$ cat config.mk
export PLATFORM = sky130hd
export DESIGN_NAME = link_failover_controller_top
export DESIGN_NICKNAME = d
export VERILOG_FILES = /design/src/rtl/lfc_pkg.sv /design/src/rtl/link_failover_controller_top.sv
export SDC_FILE = /design/constraint.sdc
export NUM_CORES = 1
export LEC_CHECK = 0
export BUFFER_PORTS_ARGS = -buffer_cell sky130_fd_sc_hd__buf_2
export CAP_MARGIN = 20
export CELL_PAD_IN_SITES_DETAIL_PLACEMENT = 0
export CELL_PAD_IN_SITES_GLOBAL_PLACEMENT = 1
export CORE_MARGIN = 2
export CORE_UTILIZATION = 35
export CTS_CLUSTER_SIZE = 12
export DETAILED_ROUTE_END_ITERATION = 7
export PLACE_DENSITY = 0.63
export SLEW_MARGIN = 20
export SYNTH_ARGS = -nofsm -noshare
export SYNTH_HDL_FRONTEND = slang
export SYNTH_SLANG_ARGS = --single-unit
$ cat constraint.sdc
create_clock -name clk -period 11.05 [get_ports clk]
set_input_delay 1.105 -clock clk [delete_from_list [all_inputs] [get_ports clk]]
set_output_delay 1.105 -clock clk [all_outputs]
set_load 0.05 [all_outputs]
$ cat src/rtl/lfc_pkg.sv
// Shared constants for the link failover controller: register map and field widths.
package lfc_pkg;

	// Width of the millisecond time and of every timeout register
	localparam int unsigned TimeW = 32;
	// Width of the APB data and address buses
	localparam int unsigned ApbDataW = 32;
	localparam int unsigned ApbAddrW = 4;
	// Width of the reported state code
	localparam int unsigned StateW = 3;

	// Register indexes (byte address is four times the index)
	typedef enum logic [1:0] {
		REG_WIRED_PRESENT  = 2'd0,
		REG_WIRED_TMO      = 2'd1,
		REG_WIRELESS_TMO   = 2'd2,
		REG_CLOUD_TMO      = 2'd3
	} reg_idx_t;

	// Reset values of the timeout registers
	localparam logic [TimeW-1:0] WiredTmoRst    = 32'd30000;
	localparam logic [TimeW-1:0] WirelessTmoRst = 32'd30000;
	localparam logic [TimeW-1:0] CloudTmoRst    = 32'd60000;

	// Command strobes given with one result
	typedef struct packed {
		logic wired_connect;
		logic wired_disconnect;
		logic wireless_connect;
		logic wireless_disconnect;
		logic cloud_connect;
		logic cloud_disconnect;
	} strobe_t;

endpackage

$ cat src/rtl/link_failover_controller_top.sv
// Link failover controller: poll register, state machine with wait timer, result register.
//
//  channel  | handshake          | payload
//  ---------+--------------------+------------------------------------------------------
//  poll in  | in_valid/in_ready  | now_ms, cloud_up, wired_ready, wireless_ready,
//           |                    | wireless_credentials
//  result   | out_valid/out_ready| link_state, online, wired_connect, wired_disconnect,
//           |                    | wireless_connect, wireless_disconnect, cloud_connect,
//           |                    | cloud_disconnect
//  config   | APB psel/penable   | paddr, pwdata, prdata (registers at 0x0, 0x4, 0x8, 0xC)
//
// A poll is registered in the poll register on acceptance, its result in the result register
// once that is free or emptying; one poll accepted per cycle when the result side keeps up.
// The state update and the single subtract-and-compare of the wait timer are combinational.
// Reset clears the state to wired start and loads the register reset values.
// When the result register is held by out_ready low, the poll register fills and then
// in_ready drops; nothing is lost.
module link_failover_controller_top
	import lfc_pkg::*;
(
	input  logic                clk,
	input  logic                arst_n,
	// APB configuration port
	input  logic                psel,
	input  logic                penable,
	input  logic                pwrite,
	input  logic [ApbAddrW-1:0] paddr,
	input  logic [ApbDataW-1:0] pwdata,
	output logic [ApbDataW-1:0] prdata,
	output logic                pready,
	// poll channel
	input  logic                in_valid,
	output logic                in_ready,
	input  logic [TimeW-1:0]    now_ms,
	input  logic                cloud_up,
	input  logic                wired_ready,
	input  logic                wireless_ready,
	input  logic                wireless_credentials,
	// result channel
	output logic                out_valid,
	input  logic                out_ready,
	output logic [StateW-1:0]   link_state,
	output logic                online,
	output logic                wired_connect,
	output logic                wired_disconnect,
	output logic                wireless_connect,
	output logic                wireless_disconnect,
	output logic                cloud_connect,
	output logic                cloud_disconnect
);

	typedef enum logic [StateW-1:0] {
		ST_WIRED_START  = 3'd0,
		ST_WIRED_WAIT   = 3'd1,
		ST_WIRED_CLOUD  = 3'd2,
		ST_WIRED_ONLINE = 3'd3,
		ST_WL_START     = 3'd4,
		ST_WL_WAIT      = 3'd5,
		ST_WL_CLOUD     = 3'd6,
		ST_WL_ONLINE    = 3'd7
	} state_t;

	// configuration registers
	logic             wired_present_q;
	logic [TimeW-1:0] wired_tmo_q;
	logic [TimeW-1:0] wireless_tmo_q;
	logic [TimeW-1:0] cloud_tmo_q;

	// poll register
	logic             valid_s1;
	logic [TimeW-1:0] now_s1;
	logic             cloud_s1;
	logic             wired_rdy_s1;
	logic             wl_rdy_s1;
	logic             creds_s1;

	// controller state and wait timer
	state_t           state_q;
	logic [TimeW-1:0] wait_start_q;
	logic [TimeW-1:0] wait_len_q;

	// result register
	logic             valid_s2;
	state_t           state_s2;
	logic             online_s2;
	strobe_t          strobe_s2;

	// next-state logic
	state_t           state_d;
	strobe_t          strobe_d;
	logic             start_wait;
	logic [TimeW-1:0] wait_len_d;
	logic [TimeW-1:0] elapsed;
	logic             expired;
	logic             advance;
	logic             cfg_wr;
	reg_idx_t         cfg_idx;

	// APB: always ready, write on the access phase
	assign pready  = 1'b1;
	assign cfg_idx = reg_idx_t'(paddr[ApbAddrW-1:2]);
	assign cfg_wr  = psel & penable & pwrite;

	always_ff @(posedge clk or negedge arst_n) begin
		if (!arst_n) begin
			wired_present_q <= 1'b0;
			wired_tmo_q     <= WiredTmoRst;
			wireless_tmo_q  <= WirelessTmoRst;
			cloud_tmo_q     <= CloudTmoRst;
		end else if (cfg_wr) begin
			unique case (cfg_idx)
				REG_WIRED_PRESENT: wired_present_q <= pwdata[0];
				REG_WIRED_TMO:     wired_tmo_q     <= pwdata;
				REG_WIRELESS_TMO:  wireless_tmo_q  <= pwdata;
				REG_CLOUD_TMO:     cloud_tmo_q     <= pwdata;
				default: ;
			endcase
		end
	end

	// register read-back
	always_comb begin
		unique case (cfg_idx)
			REG_WIRED_PRESENT: prdata = {{(ApbDataW-1){1'b0}}, wired_present_q};
			REG_WIRED_TMO:     prdata = wired_tmo_q;
			REG_WIRELESS_TMO:  prdata = wireless_tmo_q;
			REG_CLOUD_TMO:     prdata = cloud_tmo_q;
			default:           prdata = '0;
		endcase
	end

	// handshake: the poll register moves on when the result register is free or emptying
	assign advance   = valid_s1 & (~valid_s2 | out_ready);
	assign in_ready  = ~valid_s1 | advance;

	// wait timer check, modulo 2^32
	assign elapsed = now_s1 - wait_start_q;
	assign expired = (elapsed >= wait_len_q);

	// state transition for the poll in the poll register
	always_comb begin
		state_d    = state_q;
		strobe_d   = '0;
		start_wait = 1'b0;
		wait_len_d = cloud_tmo_q;
		if (cloud_s1) begin
			state_d = state_q[StateW-1] ? ST_WL_ONLINE : ST_WIRED_ONLINE;
		end else begin
			unique case (state_q)
				ST_WIRED_ONLINE, ST_WL_ONLINE: begin
					state_d = ST_WIRED_START;
				end
				ST_WIRED_START: begin
					if (!wired_present_q) begin
						state_d = ST_WL_START;
					end else begin
						strobe_d.wireless_disconnect = 1'b1;
						strobe_d.wired_connect       = 1'b1;
						start_wait                   = 1'b1;
						wait_len_d                   = wired_tmo_q;
						state_d                      = ST_WIRED_WAIT;
					end
				end
				ST_WIRED_WAIT: begin
					if (wired_rdy_s1) begin
						strobe_d.cloud_connect = 1'b1;
						start_wait             = 1'b1;
						state_d                = ST_WIRED_CLOUD;
					end else if (expired) begin
						state_d = ST_WL_START;
					end
				end
				ST_WIRED_CLOUD: begin
					if (expired) begin
						strobe_d.cloud_disconnect = 1'b1;
						strobe_d.wired_disconnect = 1'b1;
						state_d                   = ST_WL_START;
					end
				end
				ST_WL_START: begin
					if (!creds_s1) begin
						state_d = ST_WIRED_START;
					end else begin
						strobe_d.wired_disconnect = 1'b1;
						strobe_d.wireless_connect = 1'b1;
						start_wait                = 1'b1;
						wait_len_d                = wireless_tmo_q;
						state_d                   = ST_WL_WAIT;
					end
				end
				ST_WL_WAIT: begin
					if (wl_rdy_s1) begin
						strobe_d.cloud_connect = 1'b1;
						start_wait             = 1'b1;
						state_d                = ST_WL_CLOUD;
					end else if (expired) begin
						state_d = ST_WIRED_START;
					end
				end
				ST_WL_CLOUD: begin
					if (expired) begin
						strobe_d.cloud_disconnect    = 1'b1;
						strobe_d.wireless_disconnect = 1'b1;
						state_d                      = ST_WIRED_START;
					end
				end
				default: state_d = ST_WIRED_START;
			endcase
		end
	end

	// poll register: control
	always_ff @(posedge clk or negedge arst_n) begin
		if (!arst_n) begin
			valid_s1 <= 1'b0;
		end else if (in_ready) begin
			valid_s1 <= in_valid;
		end
	end

	// poll register: payload
	always_ff @(posedge clk) begin
		if (in_valid && in_ready) begin
			now_s1       <= now_ms;
			cloud_s1     <= cloud_up;
			wired_rdy_s1 <= wired_ready;
			wl_rdy_s1    <= wireless_ready;
			creds_s1     <= wireless_credentials;
		end
	end

	// controller state and result valid
	always_ff @(posedge clk or negedge arst_n) begin
		if (!arst_n) begin
			state_q  <= ST_WIRED_START;
			valid_s2 <= 1'b0;
		end else begin
			if (advance) begin
				state_q <= state_d;
			end
			if (advance) begin
				valid_s2 <= 1'b1;
			end else if (out_ready) begin
				valid_s2 <= 1'b0;
			end
		end
	end

	// wait timer and result payload
	always_ff @(posedge clk) begin
		if (advance && start_wait) begin
			wait_start_q <= now_s1;
			wait_len_q   <= wait_len_d;
		end
		if (advance) begin
			state_s2  <= state_d;
			online_s2 <= cloud_s1;
			strobe_s2 <= strobe_d;
		end
	end

	// result ports
	assign out_valid           = valid_s2;
	assign link_state          = state_s2;
	assign online              = online_s2;
	assign wired_connect       = strobe_s2.wired_connect;
	assign wired_disconnect    = strobe_s2.wired_disconnect;
	assign wireless_connect    = strobe_s2.wireless_connect;
	assign wireless_disconnect = strobe_s2.wireless_disconnect;
	assign cloud_connect       = strobe_s2.cloud_connect;
	assign cloud_disconnect    = strobe_s2.cloud_disconnect;

	// no command strobes while the cloud is reported up
	a_no_strobe_online: assert property (@(posedge clk) disable iff (!arst_n)
		(valid_s2 && online_s2) |-> (strobe_s2 == '0))
		else $error("strobe given while cloud up");

	// a cloud connect request always lands in a cloud wait state
	a_cloud_connect_state: assert property (@(posedge clk) disable iff (!arst_n)
		(valid_s2 && strobe_s2.cloud_connect) |->
		(state_s2 == ST_WIRED_CLOUD || state_s2 == ST_WL_CLOUD))
		else $error("cloud connect outside cloud wait");

	// at most one link is started per poll
	a_one_link_connect: assert property (@(posedge clk) disable iff (!arst_n)
		valid_s2 |-> !(strobe_s2.wired_connect && strobe_s2.wireless_connect))
		else $error("both links started");

	// the reported state matches the controller state after each update
	a_state_tracks: assert property (@(posedge clk) disable iff (!arst_n)
		advance |=> (state_s2 == state_q))
		else $error("reported state differs from controller state");

	// a held result stays in place
	a_result_held: assert property (@(posedge clk) disable iff (!arst_n)
		(valid_s2 && !out_ready) |=> (valid_s2 && $stable(state_s2) && $stable(strobe_s2)))
		else $error("stalled result changed");

endmodule
# ---- Word-level counts from Yosys, hierarchy flattened
# Index checks and enable logic that the tools add are counted.
# Widths: inputs -> output; s select.
dict set report totals {
  output_inout_bits 45
  in_bits 79
  word_cells 85
  ff_bits 212
}
dict set report op_classes {
  mux 27
  n_eq_ne 10
  bitwise_logic 10
  add_sub_neg 1
  n_reduce_logical 14
  magnitude_cmp 1
}
# operator n
set op_table {}
lappend op_table {{$pmux 32 s4} 1}
lappend op_table {{$mux 32} 3}
lappend op_table {{$pmux 32 s2} 1}
lappend op_table {{$ge 32x32->1} 1}
lappend op_table {{$sub 32x32->32} 1}
lappend op_table {{$mux 3} 8}
lappend op_table {{$pmux 3 s7} 1}
lappend op_table {{$eq 3x3->1 const B} 4}
lappend op_table {{$reduce_or 2->1} 5}
lappend op_table {{$mux 1} 8}
lappend op_table {{$reduce_and 2->1} 4}
lappend op_table {{$eq 3x2->1 const B} 2}
lappend op_table {{$pmux 1 s2} 3}
lappend op_table {{$not 1->1} 5}
lappend op_table {{$eq 2x2->1 const B} 2}
lappend op_table {{$pmux 1 s4} 1}
lappend op_table {{$and 1x1->1} 3}
lappend op_table {{$eq 3x1->1 const B} 1}
lappend op_table {{$logic_not 3->1} 1}
lappend op_table {{$eq 2x1->1 const B} 1}
lappend op_table {{$logic_and 1x1->1} 2}
lappend op_table {{$logic_not 2->1} 1}
lappend op_table {{$mux 2} 1}
lappend op_table {{$or 1x1->1} 2}
lappend op_table {{$reduce_bool 2->1} 1}

# ---- Longest topological paths before layout
# Gate-level depths: netlist of run 1.
dict set report depth {
  ltp_word 6
  mapped_depth 22
  depth_no_buf 22
}

# ---- Least setup slack after synthesis of run 1
# OpenSTA, ideal clock, no wires.
dict set report synth_timing {
  path_type {input port to flip-flop}
  start {in out_ready}
  end {reg wait_len_q[0] (enable)}
  required_ps 10486
  arrival_time_ps 6153
  path_buffers 0
  stages 4
  setup_time_ps 564
  setup_slack_ps 4333
  cell_sequence {nand2b_1 -> and2_1 -> nand2b_1 -> nor3_1}
}
dict set report synth_via {
  elab_chain_len 3
}
# item line
set synth_lines {}
lappend synth_lines {{start, declared} link_failover_controller_top.sv:41} ;# input logic out_ready,
lappend synth_lines {{$or 1x1->1} link_failover_controller_top.sv:133} ;# assign advance = valid_s1 & (~valid_s2 | out_ready);
lappend synth_lines {{$and 1x1->1} link_failover_controller_top.sv:133}
lappend synth_lines {{via advance} link_failover_controller_top.sv:95} ;# logic advance;
lappend synth_lines {{$logic_and 1x1->1} link_failover_controller_top.sv:251} ;# if (advance && start_wait) begin
lappend synth_lines {{end signal, assigned} link_failover_controller_top.sv:253} ;# wait_len_q <= wait_len_d;
lappend synth_lines {{end, declared} link_failover_controller_top.sv:80} ;# logic [TimeW-1:0] wait_len_q;
# The timed path passes the listed nets, and every way through them passes these cells.
# A chain may end at the register's enable or synchronous reset.

# ---- Worst setup path in the final report of run 1
dict set report layout_timing {
  start {reg now_s1[0]}
  end {reg state_s2[1] (netlist: link_state[1]), data pin}
}
dict set report layout_via {
  elab_chain_len 6
  word_cells_on_any_way 8
  cone_classes {add/sub: 1; order compare: 1; mux: 6}
}
# item line
set layout_lines {}
lappend layout_lines {{start, declared} link_failover_controller_top.sv:71} ;# logic [TimeW-1:0] now_s1;
lappend layout_lines {{start signal, assigned} link_failover_controller_top.sv:224} ;# now_s1 <= now_ms;
lappend layout_lines {{$sub 32x32->32 *} link_failover_controller_top.sv:137} ;# assign elapsed = now_s1 - wait_start_q;
lappend layout_lines {{$ge 32x32->1 *} link_failover_controller_top.sv:138} ;# assign expired = (elapsed >= wait_len_q);
lappend layout_lines {{$mux 3 (on tied branches)} n/a}
lappend layout_lines {{$mux 3 (on tied branches)} {link_failover_controller_top.sv:192, link_failover_controller_top.sv:165}}
lappend layout_lines {{$pmux 3 s7 *} link_failover_controller_top.sv:149} ;# unique case (state_q)
lappend layout_lines {{$mux 3 *} link_failover_controller_top.sv:146} ;# if (cloud_s1) begin
lappend layout_lines {{via state_d[1]} link_failover_controller_top.sv:89} ;# state_t state_d;
lappend layout_lines {{end signal, assigned} link_failover_controller_top.sv:256} ;# state_s2 <= state_d;
lappend layout_lines {{end, declared} link_failover_controller_top.sv:84} ;# state_t state_s2;
# The timed path passes the listed nets; every way through them passes the cells marked *.

==> results of run 1 <==
==> power by group through the flow <==
stage | combinational (uW) | sequential [uW] | clock, uW
after global routing | 530 | 1060 | 925
after global placement | 480 | 1050 | 0
after CTS | 487 | 1040 | 892
after detailed placement | 485 | 1050 | 0
final | 482 | 1040 | 869
after floorplan | 361 | 1040 | 0
==> per-stage QoR <==
stage | area, um2 | setup slack [ns]
6_report | 12900 | 6.10
5_1_grt | 12900 | 5.84
4_1_cts | 12900 | 6.07
3_5_place_dp | 12100 | 6.10
3_3_place_gp | 12100 | 6.09
2_1_floorplan | 11000 | 4.33
==> worst register-to-register path, cell delays in order (launching register included) <==
cell                       delay, ns
sky130_fd_sc_hd__edfxtp_1       0.34
sky130_fd_sc_hd__inv_1          0.05
sky130_fd_sc_hd__ha_1           0.20
sky130_fd_sc_hd__inv_1          0.07
sky130_fd_sc_hd__fa_1           0.20
sky130_fd_sc_hd__a21o_1         0.17
sky130_fd_sc_hd__a221oi_2       0.09
sky130_fd_sc_hd__o211ai_2       0.20
sky130_fd_sc_hd__nand2_1        0.09
sky130_fd_sc_hd__a311o_1        0.35
sky130_fd_sc_hd__nand3b_1       0.19
sky130_fd_sc_hd__a211oi_1       0.45
sky130_fd_sc_hd__a21oi_1        0.15
sky130_fd_sc_hd__xnor2_1        0.15
sky130_fd_sc_hd__ha_1           0.30
sky130_fd_sc_hd__nand4_1        0.12
sky130_fd_sc_hd__nor4_1         0.49
sky130_fd_sc_hd__nand4_1        0.19
sky130_fd_sc_hd__nand3_1        0.15
sky130_fd_sc_hd__a21o_1         0.30
sky130_fd_sc_hd__nor2_1         0.11
sky130_fd_sc_hd__or3_1          0.31
==> sequential cells by signal (all words and copies together) (netlist names), 3 cells and up <==
register	count
cloud_tmo_q	32
now_s1	32
wait_len_q	32
state_q	3
link_state	3
wired_tmo_q	32
wait_start_q	32
wireless_tmo_q	32
==> layout by cell type, fill, tap and decap left out, types with 6 or more instances in the layout <==
cell type,synthesis,layout
sky130_fd_sc_hd__inv_1,67,67
sky130_fd_sc_hd__a22oi_1,32,32
sky130_fd_sc_hd__a22o_1,31,31
sky130_fd_sc_hd__edfxtp_1,110,110
sky130_fd_sc_hd__clkbuf_1,31,9
sky130_fd_sc_hd__nand3_1,7,7
sky130_fd_sc_hd__o21ai_0,46,46
sky130_fd_sc_hd__nor2_1,22,20
sky130_fd_sc_hd__ha_1,63,63
sky130_fd_sc_hd__clkbuf_8,0,6
sky130_fd_sc_hd__nor3_1,16,13
sky130_fd_sc_hd__nand4_1,11,11
sky130_fd_sc_hd__xor2_1,11,11
sky130_fd_sc_hd__nand2b_1,9,9
sky130_fd_sc_hd__dfrtp_1,81,81
sky130_fd_sc_hd__a21oi_1,37,37
sky130_fd_sc_hd__mux2_2,124,124
sky130_fd_sc_hd__xnor2_1,18,18
sky130_fd_sc_hd__dfstp_2,21,21
sky130_fd_sc_hd__nor2b_1,6,6
sky130_fd_sc_hd__clkbuf_16,0,29
sky130_fd_sc_hd__buf_4,1,11
sky130_fd_sc_hd__a21o_1,26,26
sky130_fd_sc_hd__nand2_1,53,53
sky130_fd_sc_hd__buf_2,0,119
==> worst paths after layout <==
path                       cells after the start  slack [ns]            endpoint
hold reg to reg                                0        0.46     wait_start_q[2]
setup / recovery                              21        6.10       link_state[1]
max in group asynchronous                      2        9.26  wireless_tmo_q[28]
hold / removal                                 0        0.46     wait_start_q[2]
min in group asynchronous                      1        0.51   wireless_tmo_q[6]
setup reg to reg                              21        6.10       link_state[1]
==> kinds of logic after synthesis <==
family	count (synthesis)	share of synthesized area (%)
flops	212	53.4
compound gates	210	13.3
simple gates	142	6.18
mux	133	13.7
buf+inv	110	3.78
fa+ha+maj	64	7.34
xor+xnor	29	2.31
other cells	1	0.0340
==> per-layer routing <==
layer	part of all wire (%)	up-vias	track usage, %
li1	-	3565	-
met1	50	3531	24.2
met2	44	125	25.5
met3	4.3	39	2.91
met4	1.6	4	3.61
met5	0.094	-	0
==> final cells by class <==
| class | instances | share of cell area [%] |
|---|---|---|
| multi-input cells | 579 | 36.7 |
| clock buffers | 44 | 6.51 |
| clock inverters | 4 | 0.338 |
| well taps | 396 | 3.83 |
| flip-flops and latches | 212 | 45.5 |
| repair buffers | 130 | 5.24 |
| inverters | 68 | 1.97 |
==> results.md, run 1 <==
* Share of post-route cells with drive strength above 1 at between 30% and 40%
* Cell Int Power at 1700 uW
* Slowest-stage cell, CP: sky130_fd_sc_hd__nor4_1
* Switch Pwr at slightly below 700 uW
* Largest voltage drop on the vdd net at ~0.11 mV
* Number of slew-limit violations in the final report at 0
* Post-route non-filler standard cell count at between 1000 and 1500
* Relative contribution of combinational cells to total power at 20.2%
* Fin Clk Skew at 0.0126 ns
* GRT Overall Usage at between 10% and 20%
* Longest Clk Path Bufs at 3
* # port buffers at 120
* Num Clock Sinks at roughly 210
* Routability congestion estimate from global placement at 0.782
* Post-CTS setup buffer count at 0
* Peak fanout along the critical path at 7
* Pin count of the biggest net entering global routing at between 70 and 80
* Setup repair after global routing missed its margin: no
* Number of enable-type register cells in the synthesized netlist at 110
* Boundary Pins at 124
* Result of the run: finished, final reports clean
* Sequential group share of total power at around 44%
* Number of max-cap violations at 0
* Starting Density at between 30% and 40%
* Area used by multi-input combinational logic at 4740 um2
* Count of buffer and inverter cells on the critical path at 2
* Critical-path cell list: inv_1 > ha_1 > inv_1 > fa_1 > a21o_1 > a221oi_2 > o211ai_2 > nand2_1 > a311o_1 > nand3b_1 > a211oi_1 > a21oi_1 > xnor2_1 > ha_1 > nand4_1 > nor4_1 > nand4_1 > nand3_1 > a21o_1 > nor2_1 > or3_1
* Power Dens Cells at between 150 and 200 nW/um2
* Root buf cell: sky130_fd_sc_hd__clkbuf_16
* Routed Antenna Nets at 0
* First element of the critical path: now_s1[0]
* Via count of the first global-routing pass at 7618
* Clock share of power at between 30% and 40%
* Number of nets in the synthesized netlist at between 1000 and 1500
* Worst path top cell family by delay: compound AO/OA/AOI/OAI gates
* Post-synthesis average cell area at ~12 um2
* Clock latency of the later-clocked register in the worst-skew pair at around 0.53 ns
* Max transition margin at about a third
* Post-route DRC at 0
* Path type of the worst setup path: reg -> reg
* Core Area at around 30000 um2
* Library cell with the highest instance count after synthesis: sky130_fd_sc_hd__mux2_2
* Cell types with the highest counts after synthesis: sky130_fd_sc_hd__mux2_2, sky130_fd_sc_hd__edfxtp_1, sky130_fd_sc_hd__dfrtp_1
* Number of nets in the final layout at 1160
* Vias at between 7000 and 8000
* Final sum of negative setup slack at 0 ns
* Fin. Hold Viols at 0
* LEAKAGE at roughly 0.0056 uW
* Flop and latch count out of synthesis at about 210
* First-pass GRT wire length at 42900 um
* Clock period minus worst slack at about 5 ns
* Total standard cell area after synthesis at about 11000 um2
* Crit start category: flop
* Number of buffers inserted for hold repair after clock tree synthesis at 0
* Top achievable clock speed at 202 MHz
* Sum of overflow across all layers after global routing at 0
* Sequential element share of the synthesized area at between 50% and 60%
* Worst Hold Class: reg -> reg
* Final standard cell utilization of the core at around two fifths
* Setup-failing EPs final at 0
* Overall die width at around 180 um
* Placed Cells at about 1400
* Via/cell ratio at slightly above 5
* Reg-to-Reg Start: now_s1[0]
* Netlist cell types at 63
* DP Wirelength at between 15000 and 20000 um
* Number of core rows at 64
* Startpoint of the most critical hold path: now_s1[2]
* Transition time of the tightest slew-check pin at 0.997 ns
* Period utilization at between 40% and 50%
* Dominant cell type by area after synthesis: sky130_fd_sc_hd__edfxtp_1
* Number of buffers added by the clock tree synthesis step at 26
* Count of instances resized after the clock tree is built at 0
* Register Area at 5880 um2
* Most used flip-flop cell after synthesis: sky130_fd_sc_hd__edfxtp_1
* Critical Path Max Stage Delay at 0.49 ns
* CP endpoint kind: flop
* Total number of yosys warnings at 0
* Number of DRC violations after detailed-routing iteration 0 at approximately 360
* Vert. Die Dim at between 150 and 200 um
* Clock slew seen by the registers of the worst setup and hold paths at 0.06 ns
* Total iterations of the first detailed-routing run at 4
* Initial antenna violation count at 2
* Final-layout fill cell count at 2951
* Wirelength per Cell at approximately 19 um
* Asr flop ratio synth at about half
* Total Wirelength at around 27000 um
* Die Footprint at 32900 um2
* H-tree lvl count at 1
* Worst path arrival time at around 5.2 ns
* Number of standard cells after synthesis at 901
* Worst slack on hold paths at around 0.46 ns
* Clock tree from TritonCTS: built
* Switching fraction of total power at between 20 and 30%
* Area Growth Syn to Fin at 17.5%
* Crit path required time at 11.32 ns
* Most area-consuming cells after synthesis: sky130_fd_sc_hd__edfxtp_1, sky130_fd_sc_hd__dfrtp_1, sky130_fd_sc_hd__mux2_2, sky130_fd_sc_hd__ha_1, sky130_fd_sc_hd__dfstp_2
* Total Power Consumption at between 2000 and 2500 uW
* # diodes at 0
* Area share of the leading cell type in the synthesized netlist at about 30%
(Power assumes the default switching activity.)
==> inputs of run 2 (changes only) <==
- ABC_AREA: default -> 1
- PLACE_DENSITY: 0.63 -> 0.65
- clock period: 11.05 -> 4.65 ns (I/O delays scaled with it)
==> run 2 against run 1 <==
Compared with the run above: via count up 19%; worst setup slack worse by 5.1 ns; highest routed layer is now met4; clock skew up 0.011 ns; synthesized cell count up 35%; critical endpoint is now wireless_disconnect; worst hold slack worse by 0.36 ns; register-to-register slack worse by 5.1 ns; power rose to 2.7 times the previous value; die area up 2.8%; routed wire length up 7.4%; final cell count up 22%; fmax up 36%; clock-buffer cell count down 15; critical path type unchanged.
==> results.md, run 2 <==
* Clock tree from TritonCTS: built
* H-tree lvl count at 1
* Sequential element share of the synthesized area at 51.9%
* Number of buffers inserted for hold repair after clock tree synthesis at 1
* Via count of the first global-routing pass at 8703
* Leading cell types in the layout, fill and taps excluded: sky130_fd_sc_hd__nand2_1, sky130_fd_sc_hd__inv_1, sky130_fd_sc_hd__o21ai_0
* Asr flop ratio synth at approximately half
* Number of max-cap violations at 0
* Total Power Consumption at 6400 uW
* Clock period minus worst slack at about 3.6 ns
* Clock slew seen by the registers of the worst setup and hold paths at around 0.060 ns
* Overall die width at about 180 um
* Netlist cell types at 55
* Wirelength per Cell at 16.4 um
* Count of instances resized after the clock tree is built at 0
* Sum of overflow across all layers after global routing at 0
* Final sum of negative setup slack at 0 ns
* Top achievable clock speed at 275 MHz
* Post-CTS setup buffer count at 0
* Root buf cell: sky130_fd_sc_hd__clkbuf_16
* Share of post-route cells with drive strength above 1 at between 15 and 20%
* Crit start category: flop
* Largest voltage drop on the vdd net at roughly 0.26 mV
* Number of slew-limit violations in the final report at 0
* Clock latency of the later-clocked register in the worst-skew pair at 0.55 ns
* Crit path required time at 5.02 ns
* Routed Antenna Nets at 0
* Worst path arrival time at 4.00 ns
* Starting Density at a little over a third
* Total iterations of the first detailed-routing run at 5
* First-pass GRT wire length at ~46000 um
* Via/cell ratio at 4.93
* Longest Clk Path Bufs at 3
* Placed Cells at about 1700
* Fin Clk Skew at about 0.024 ns
* Number of core rows at 65
* Vias at 8641
* Area Growth Syn to Fin at 16.4%
* Relative contribution of combinational cells to total power at 29.7%
* Number of buffers added by the clock tree synthesis step at 25
* Sequential group share of total power at about two fifths
* Total number of yosys warnings at 0
* Peak fanout along the critical path at 4
* Initial antenna violation count at 0
* Setup-failing EPs final at 0
* Period utilization at about 78%
* # diodes at 0
* Number of enable-type register cells in the synthesized netlist at 110
* Most used flip-flop cell after synthesis: sky130_fd_sc_hd__edfxtp_1
* Dominant cell type by area after synthesis: sky130_fd_sc_hd__edfxtp_1
* Die Footprint at around 34000 um2
* Post-synthesis average cell area at around 9.3 um2
* Most area-consuming cells after synthesis: sky130_fd_sc_hd__edfxtp_1, sky130_fd_sc_hd__dfrtp_1, sky130_fd_sc_hd__nand2_1, sky130_fd_sc_hd__ha_1, sky130_fd_sc_hd__inv_1
* Total Wirelength at 28600 um
* Max transition margin at 30.4%
* Number of nets in the final layout at 1473
* DP Wirelength at about 19000 um
* Switch Pwr at between 2000 and 2500 uW
* Cell types with the highest counts after synthesis: sky130_fd_sc_hd__nand2_1, sky130_fd_sc_hd__inv_1, sky130_fd_sc_hd__o21ai_0
* Number of standard cells after synthesis at between 1000 and 1500
* Clock share of power at between 30 and 40%
* Worst Hold Class: in -> reg
* Pin count of the biggest net entering global routing at 41
* Post-route DRC at 0
* Switching fraction of total power at 35.3%
* Library cell with the highest instance count after synthesis: sky130_fd_sc_hd__nand2_1
* Cell Int Power at around 4100 uW
* LEAKAGE at between 0.005 and 0.006 uW
* Number of DRC violations after detailed-routing iteration 0 at ~510
* Setup repair after global routing missed its margin: no
* Area share of the leading cell type in the synthesized netlist at 29.2%
* # port buffers at 120
* Fin. Hold Viols at 0
* Most common cell after layout, fill and taps aside: sky130_fd_sc_hd__nand2_1
* Flop and latch count out of synthesis at 212
* CP endpoint kind: flop
* Vert. Die Dim at between 150 and 200 um
* Path type of the worst setup path: reg -> reg
* Routability congestion estimate from global placement at between 0.7 and 0.8
* Boundary Pins at approximately 120
* GRT Overall Usage at about 17%
* Number of nets in the synthesized netlist at 1360
* Final Worst Setup Slack at 1.02 ns
* Num Clock Sinks at about 210
* Power Dens Cells at 485 nW/um2
* Core Area at about 32000 um2
* Total standard cell area after synthesis at 11300 um2
* Post-route non-filler standard cell count at between 1500 and 2000
* Transition time of the tightest slew-check pin at ~1.0 ns
* Result of the run: finished, final reports clean
* Setup WS pre-CTS at 0.987 ns
run 2: cell types whose count changed after synthesis, sizes merged, moves of 12 or more:
cell,before,now
a21o,26,7
a22o,31,0
a22oi,32,0
inv,68,205
mux2,129,0
nand2,53,246
nand3,7,46
nor2,22,45
o21ai,47,156
o221ai,1,31
o22ai,1,32
xnor2,18,6
xor2,11,23
run 2: logic make-up after synthesis:
family	count (synthesis)	synth area share, %
compound gates	299	16.4
xor+xnor	29	2.31
fa+ha+maj	64	7.13
buf+inv	254	8.76
flops	212	51.9
other cells	1	0.0331
simple gates	358	13.5
run 2: per-layer routing:
metal	vias to the layer above	wire [um]	part of all wire (%)	global-route usage, %
met5	-	0	0	0
met2	221	12800	45	27.5
met4	0	620	2.2	4.48
met3	33	1520	5.3	2.36
met1	4045	13700	48	25.0
li1	4342	-	-	-
run 2: worst paths after layout:
kind | start | endpoint | slack (ns) | depth (start not counted)
max in group asynchronous | arst_n | cloud_tmo_q[14] | 3.35 | 3
min in group asynchronous | arst_n | wired_tmo_q[15] | 0.38 | 2
hold / removal | now_ms[2] | now_s1[2] | 0.09 | 1
setup / recovery | now_s1[0] | wireless_disconnect | 1.02 | 25
setup reg to reg | now_s1[0] | wireless_disconnect | 1.02 | 25
hold reg to reg | now_s1[0] | wait_start_q[0] | 0.45 | 0
run 2: worst max-delay path, cell delays in order (launching register included):
cell and delay, ns:
sky130_fd_sc_hd__edfxtp_1 0.38, sky130_fd_sc_hd__inv_1 0.07, sky130_fd_sc_hd__ha_1 0.13, sky130_fd_sc_hd__inv_1 0.06, sky130_fd_sc_hd__fa_1 0.40, sky130_fd_sc_hd__nand3_1 0.12
sky130_fd_sc_hd__nand2_2 0.09, sky130_fd_sc_hd__a31oi_4 0.22, sky130_fd_sc_hd__o21ai_2 0.12, sky130_fd_sc_hd__a21boi_2 0.21, sky130_fd_sc_hd__o21ai_2 0.09, sky130_fd_sc_hd__nand2_1 0.10
sky130_fd_sc_hd__nand2_1 0.07, sky130_fd_sc_hd__nand2_1 0.06, sky130_fd_sc_hd__nand2_1 0.05, sky130_fd_sc_hd__ha_1 0.26, sky130_fd_sc_hd__nand2_1 0.05, sky130_fd_sc_hd__inv_1 0.05
sky130_fd_sc_hd__nand4_1 0.14, sky130_fd_sc_hd__nor4_2 0.16, sky130_fd_sc_hd__nand2_1 0.13, sky130_fd_sc_hd__nand2_1 0.16, sky130_fd_sc_hd__nand2_1 0.08, sky130_fd_sc_hd__nor2_1 0.12
sky130_fd_sc_hd__nand2_1 0.06, sky130_fd_sc_hd__o21ai_0 0.07
run 2: metrics by stage:
step / hold slack, ns / util, % / area, um2
after floorplan: 0.169 / - / 11300
after global placement: 0.420 / 38.9 / 12400
after detailed placement: 0.420 / 38.9 / 12400
after CTS: 0.0681 / 41.6 / 13200
after global routing: 0.0822 / 41.6 / 13200
final: 0.0935 / 41.6 / 13200
run 2: power by group through the flow:
stage	combinational, uW	sequential, uW	clock (uW)
after global placement	1890	2550	0
final	1900	2530	1980
after CTS	1920	2530	2040
after global routing	2140	2560	2100
after floorplan	1370	2580	0
after detailed placement	1900	2560	0
run 2: layout make-up:
type                       count  area, um2
timing repair buffer         133        703
clock buffer                  29        661
fill                        3233      18500
multi-input combinational    751       4500
clock inverter                17        169
sequential                   212       5880
tap                          402        503
inverter                     207        777
==> inputs of run 3 (changes only) <==
- clock period: 4.65 -> 3.35 ns (I/O delays scaled with it)
==> run 3 against run 2 <==
Compared with the run above: first-iteration DRC count down 3.1%; the flow now finishes with violations (setup timing); worst setup slack worse by 1.1 ns; final area is 10% higher; die area did not move; power increased by 43%; largest cell class unchanged; via count increased by 4.2%.
==> results.md, run 3 (synthesis gave the netlist of run 2 again) <==
* Initial antenna violation count at 0
* Longest Clk Path Bufs at 3
* Crit start category: flop
* First element of the critical path: now_s1[18]
* Critical path destination: link_state[2]
* Final sum of negative setup slack at -0.581 ns
* DP Wirelength at ~20000 um
* Number of nets in the final layout at between 1500 and 2000
* Number of slew-limit violations in the final report at 0
* Area used by multi-input combinational logic at approximately 4700 um2
* Routability congestion estimate from global placement at roughly 0.8
* Worst reg2reg setup slack at -0.1 ns
* Number of buffers added by the clock tree synthesis step at 25
* Transition time of the tightest slew-check pin at ~0.91 ns
* Via/cell ratio at ~4.8
* CP endpoint kind: flop
* Routed Antenna Nets at 0
* Core Area at roughly 32000 um2
* Peak fanout along the critical path at 3
* Starting Density at between 30% and 40%
* Most common cell after layout, fill and taps aside: sky130_fd_sc_hd__nand2_1
* Number of max-cap violations at 0
* Final Worst Setup Slack at -0.0988 ns
* Power Dens Cells at about 630 nW/um2
* Number of DRC violations after detailed-routing iteration 0 at about 500
* Violated checks: setup timing
* Die Footprint at 33800 um2
* Crit path required time at roughly 3.6 ns
* Overall die width at approximately 180 um
* Path type of the worst setup path: reg -> reg
* LEAKAGE at 0.00645 uW
* Total Wirelength at around 29000 um
* Wirelength per Cell at approximately 16 um
* Share of post-route cells with drive strength above 1 at about a quarter
* GRT Overall Usage at between 10% and 20%
* Post-route DRC at 0
* Pin count of the biggest net entering global routing at 65
* Num Clock Sinks at between 200 and 250
* Worst path arrival time at between 3 and 4 ns
* Final-layout fill cell count at 3114
* Setup repair after global routing missed its margin: yes
* # port buffers at 120
* Result of the run: finished, violations left
* Total iterations of the first detailed-routing run at 5
* Number of cells on the worst reg-to-reg path at 24
* Leading cell types in the layout, fill and taps excluded: sky130_fd_sc_hd__nand2_1, sky130_fd_sc_hd__inv_1, sky130_fd_sc_hd__o21ai_0
* # diodes at 0
* Worst slack on hold paths at 0.0368 ns
* Boundary Pins at approximately 120
* Number of core rows at 65
* Fin Clk Skew at around 0.0082 ns
* First-pass GRT wire length at roughly 47000 um
* Cell area after placement at around 13000 um2
* Clock latency of the later-clocked register in the worst-skew pair at ~0.54 ns
* Vert. Die Dim at 184 um
* Period utilization at 103%
* H-tree lvl count at 1
* Total Power Consumption at roughly 9100 uW
* Via count of the first global-routing pass at slightly above 9000
* Clock slew seen by the registers of the worst setup and hold paths at approximately 0.060 ns
* Critical R2R Capture: link_state[2]
* Worst Hold Class: in -> reg
* Fin area at around 15000 um2
* Largest voltage drop on the vdd net at around 0.42 mV
* Max transition margin at approximately 39%
* Vias at 9003
* Sum of overflow across all layers after global routing at 0
* Setup-failing EPs final at 9
* Area Growth Syn to Fin at 28.3%
* Register Area at just under 6000 um2
* Root buf cell: sky130_fd_sc_hd__clkbuf_16
* Clock tree from TritonCTS: built
* Clock period minus worst slack at 3.45 ns
* Fin. Hold Viols at 0
* Top achievable clock speed at around 290 MHz
* Reg-to-Reg Start: now_s1[18]
-- run 3: changes by cell type in the layout (fill, tap and decap cells not counted), moves of 5 or more --
cell / previous run / this run
sky130_fd_sc_hd__a21oi_1: 43 / 34
sky130_fd_sc_hd__a21oi_2: 5 / 13
sky130_fd_sc_hd__buf_12: 0 / 5
sky130_fd_sc_hd__buf_4: 13 / 102
sky130_fd_sc_hd__clkbuf_1: 2 / 7
sky130_fd_sc_hd__dlygate4sd3_1: 1 / 38
sky130_fd_sc_hd__ha_1: 63 / 53
sky130_fd_sc_hd__ha_4: 0 / 10
-- run 3: how the worst min path moves through the flow --
stage          startpoint                 end  slack [ns]  cells past startpoint
2_1_floorplan      arst_n      cloud_tmo_q[0]        0.04                      0
6_report       pwdata[30]     wired_tmo_q[30]        0.04                      3
4_1_cts        pwdata[30]     cloud_tmo_q[30]        0.02                      3
3_3_place_gp       arst_n  wireless_tmo_q[19]        0.44                      1
5_1_grt        pwdata[12]     wired_tmo_q[12]        0.03                      3
3_5_place_dp       arst_n  wireless_tmo_q[19]        0.44                      1
-- run 3: repair_timing --
item | in CTS | in global routing
setup buffers | 8 | 5
hold buffers | 38 | 0
endpoints found under the setup margin | 9 | 9
gates resized for setup | 24 | 18
pin swaps | 16 | 10
endpoints found under the hold margin | 79 | 0
-- run 3: metrics by stage --
stage,util [%],instances,worst slack (ns)
finish,45.8,1881,-0.0988
global route,45.8,1881,-0.424
global placement,41.0,1785,-0.222
detailed placement,41.0,1785,-0.248
CTS,45.4,1876,-0.129
floorplan,-,1217,0.0181
-- run 3: routing by layer --
layer | up-vias | track usage (%) | wire [um]
met5 | - | 0.148 | 0
met4 | 0 | 4.70 | 701
met3 | 37 | 2.38 | 1120
met2 | 179 | 28.1 | 13000
met1 | 4202 | 24.8 | 14500
li1 | 4585 | - | -
-- run 3: critical path, stage by stage (launching register included) --
cell and delay (ns):
sky130_fd_sc_hd__edfxtp_1 0.44, sky130_fd_sc_hd__ha_4 0.27, sky130_fd_sc_hd__a21oi_4 0.15, sky130_fd_sc_hd__inv_1 0.06
sky130_fd_sc_hd__a31oi_2 0.18, sky130_fd_sc_hd__o21bai_1 0.09, sky130_fd_sc_hd__a21oi_1 0.15, sky130_fd_sc_hd__nand2_2 0.10
sky130_fd_sc_hd__a21o_1 0.22, sky130_fd_sc_hd__nand2_2 0.07, sky130_fd_sc_hd__nand2_1 0.04, sky130_fd_sc_hd__nand2_1 0.05
sky130_fd_sc_hd__nand2_1 0.08, sky130_fd_sc_hd__ha_4 0.27, sky130_fd_sc_hd__nand2_1 0.07, sky130_fd_sc_hd__nor2_2 0.12
sky130_fd_sc_hd__nand4_1 0.14, sky130_fd_sc_hd__nor4_2 0.16, sky130_fd_sc_hd__nand2_1 0.15, sky130_fd_sc_hd__nand3_1 0.09
sky130_fd_sc_hd__nand2_1 0.05, sky130_fd_sc_hd__nor2_1 0.08, sky130_fd_sc_hd__nand2_1 0.05, sky130_fd_sc_hd__nand2_1 0.06
sky130_fd_sc_hd__nand2_1 0.06
-- run 3: final cells by class --
cell class / count / area share, %
multi-input cells: 751 / 32.6
inverters: 207 / 5.35
well taps: 402 / 3.46
repair buffers: 264 / 12.7
clock inverters: 11 / 0.792
clock buffers: 34 / 4.68
flip-flops and latches: 212 / 40.5
-- run 3: power by group --
part	internal [uW]	switching, uW
combinational	1050	1930
clock	1570	1080
sequential	3320	190
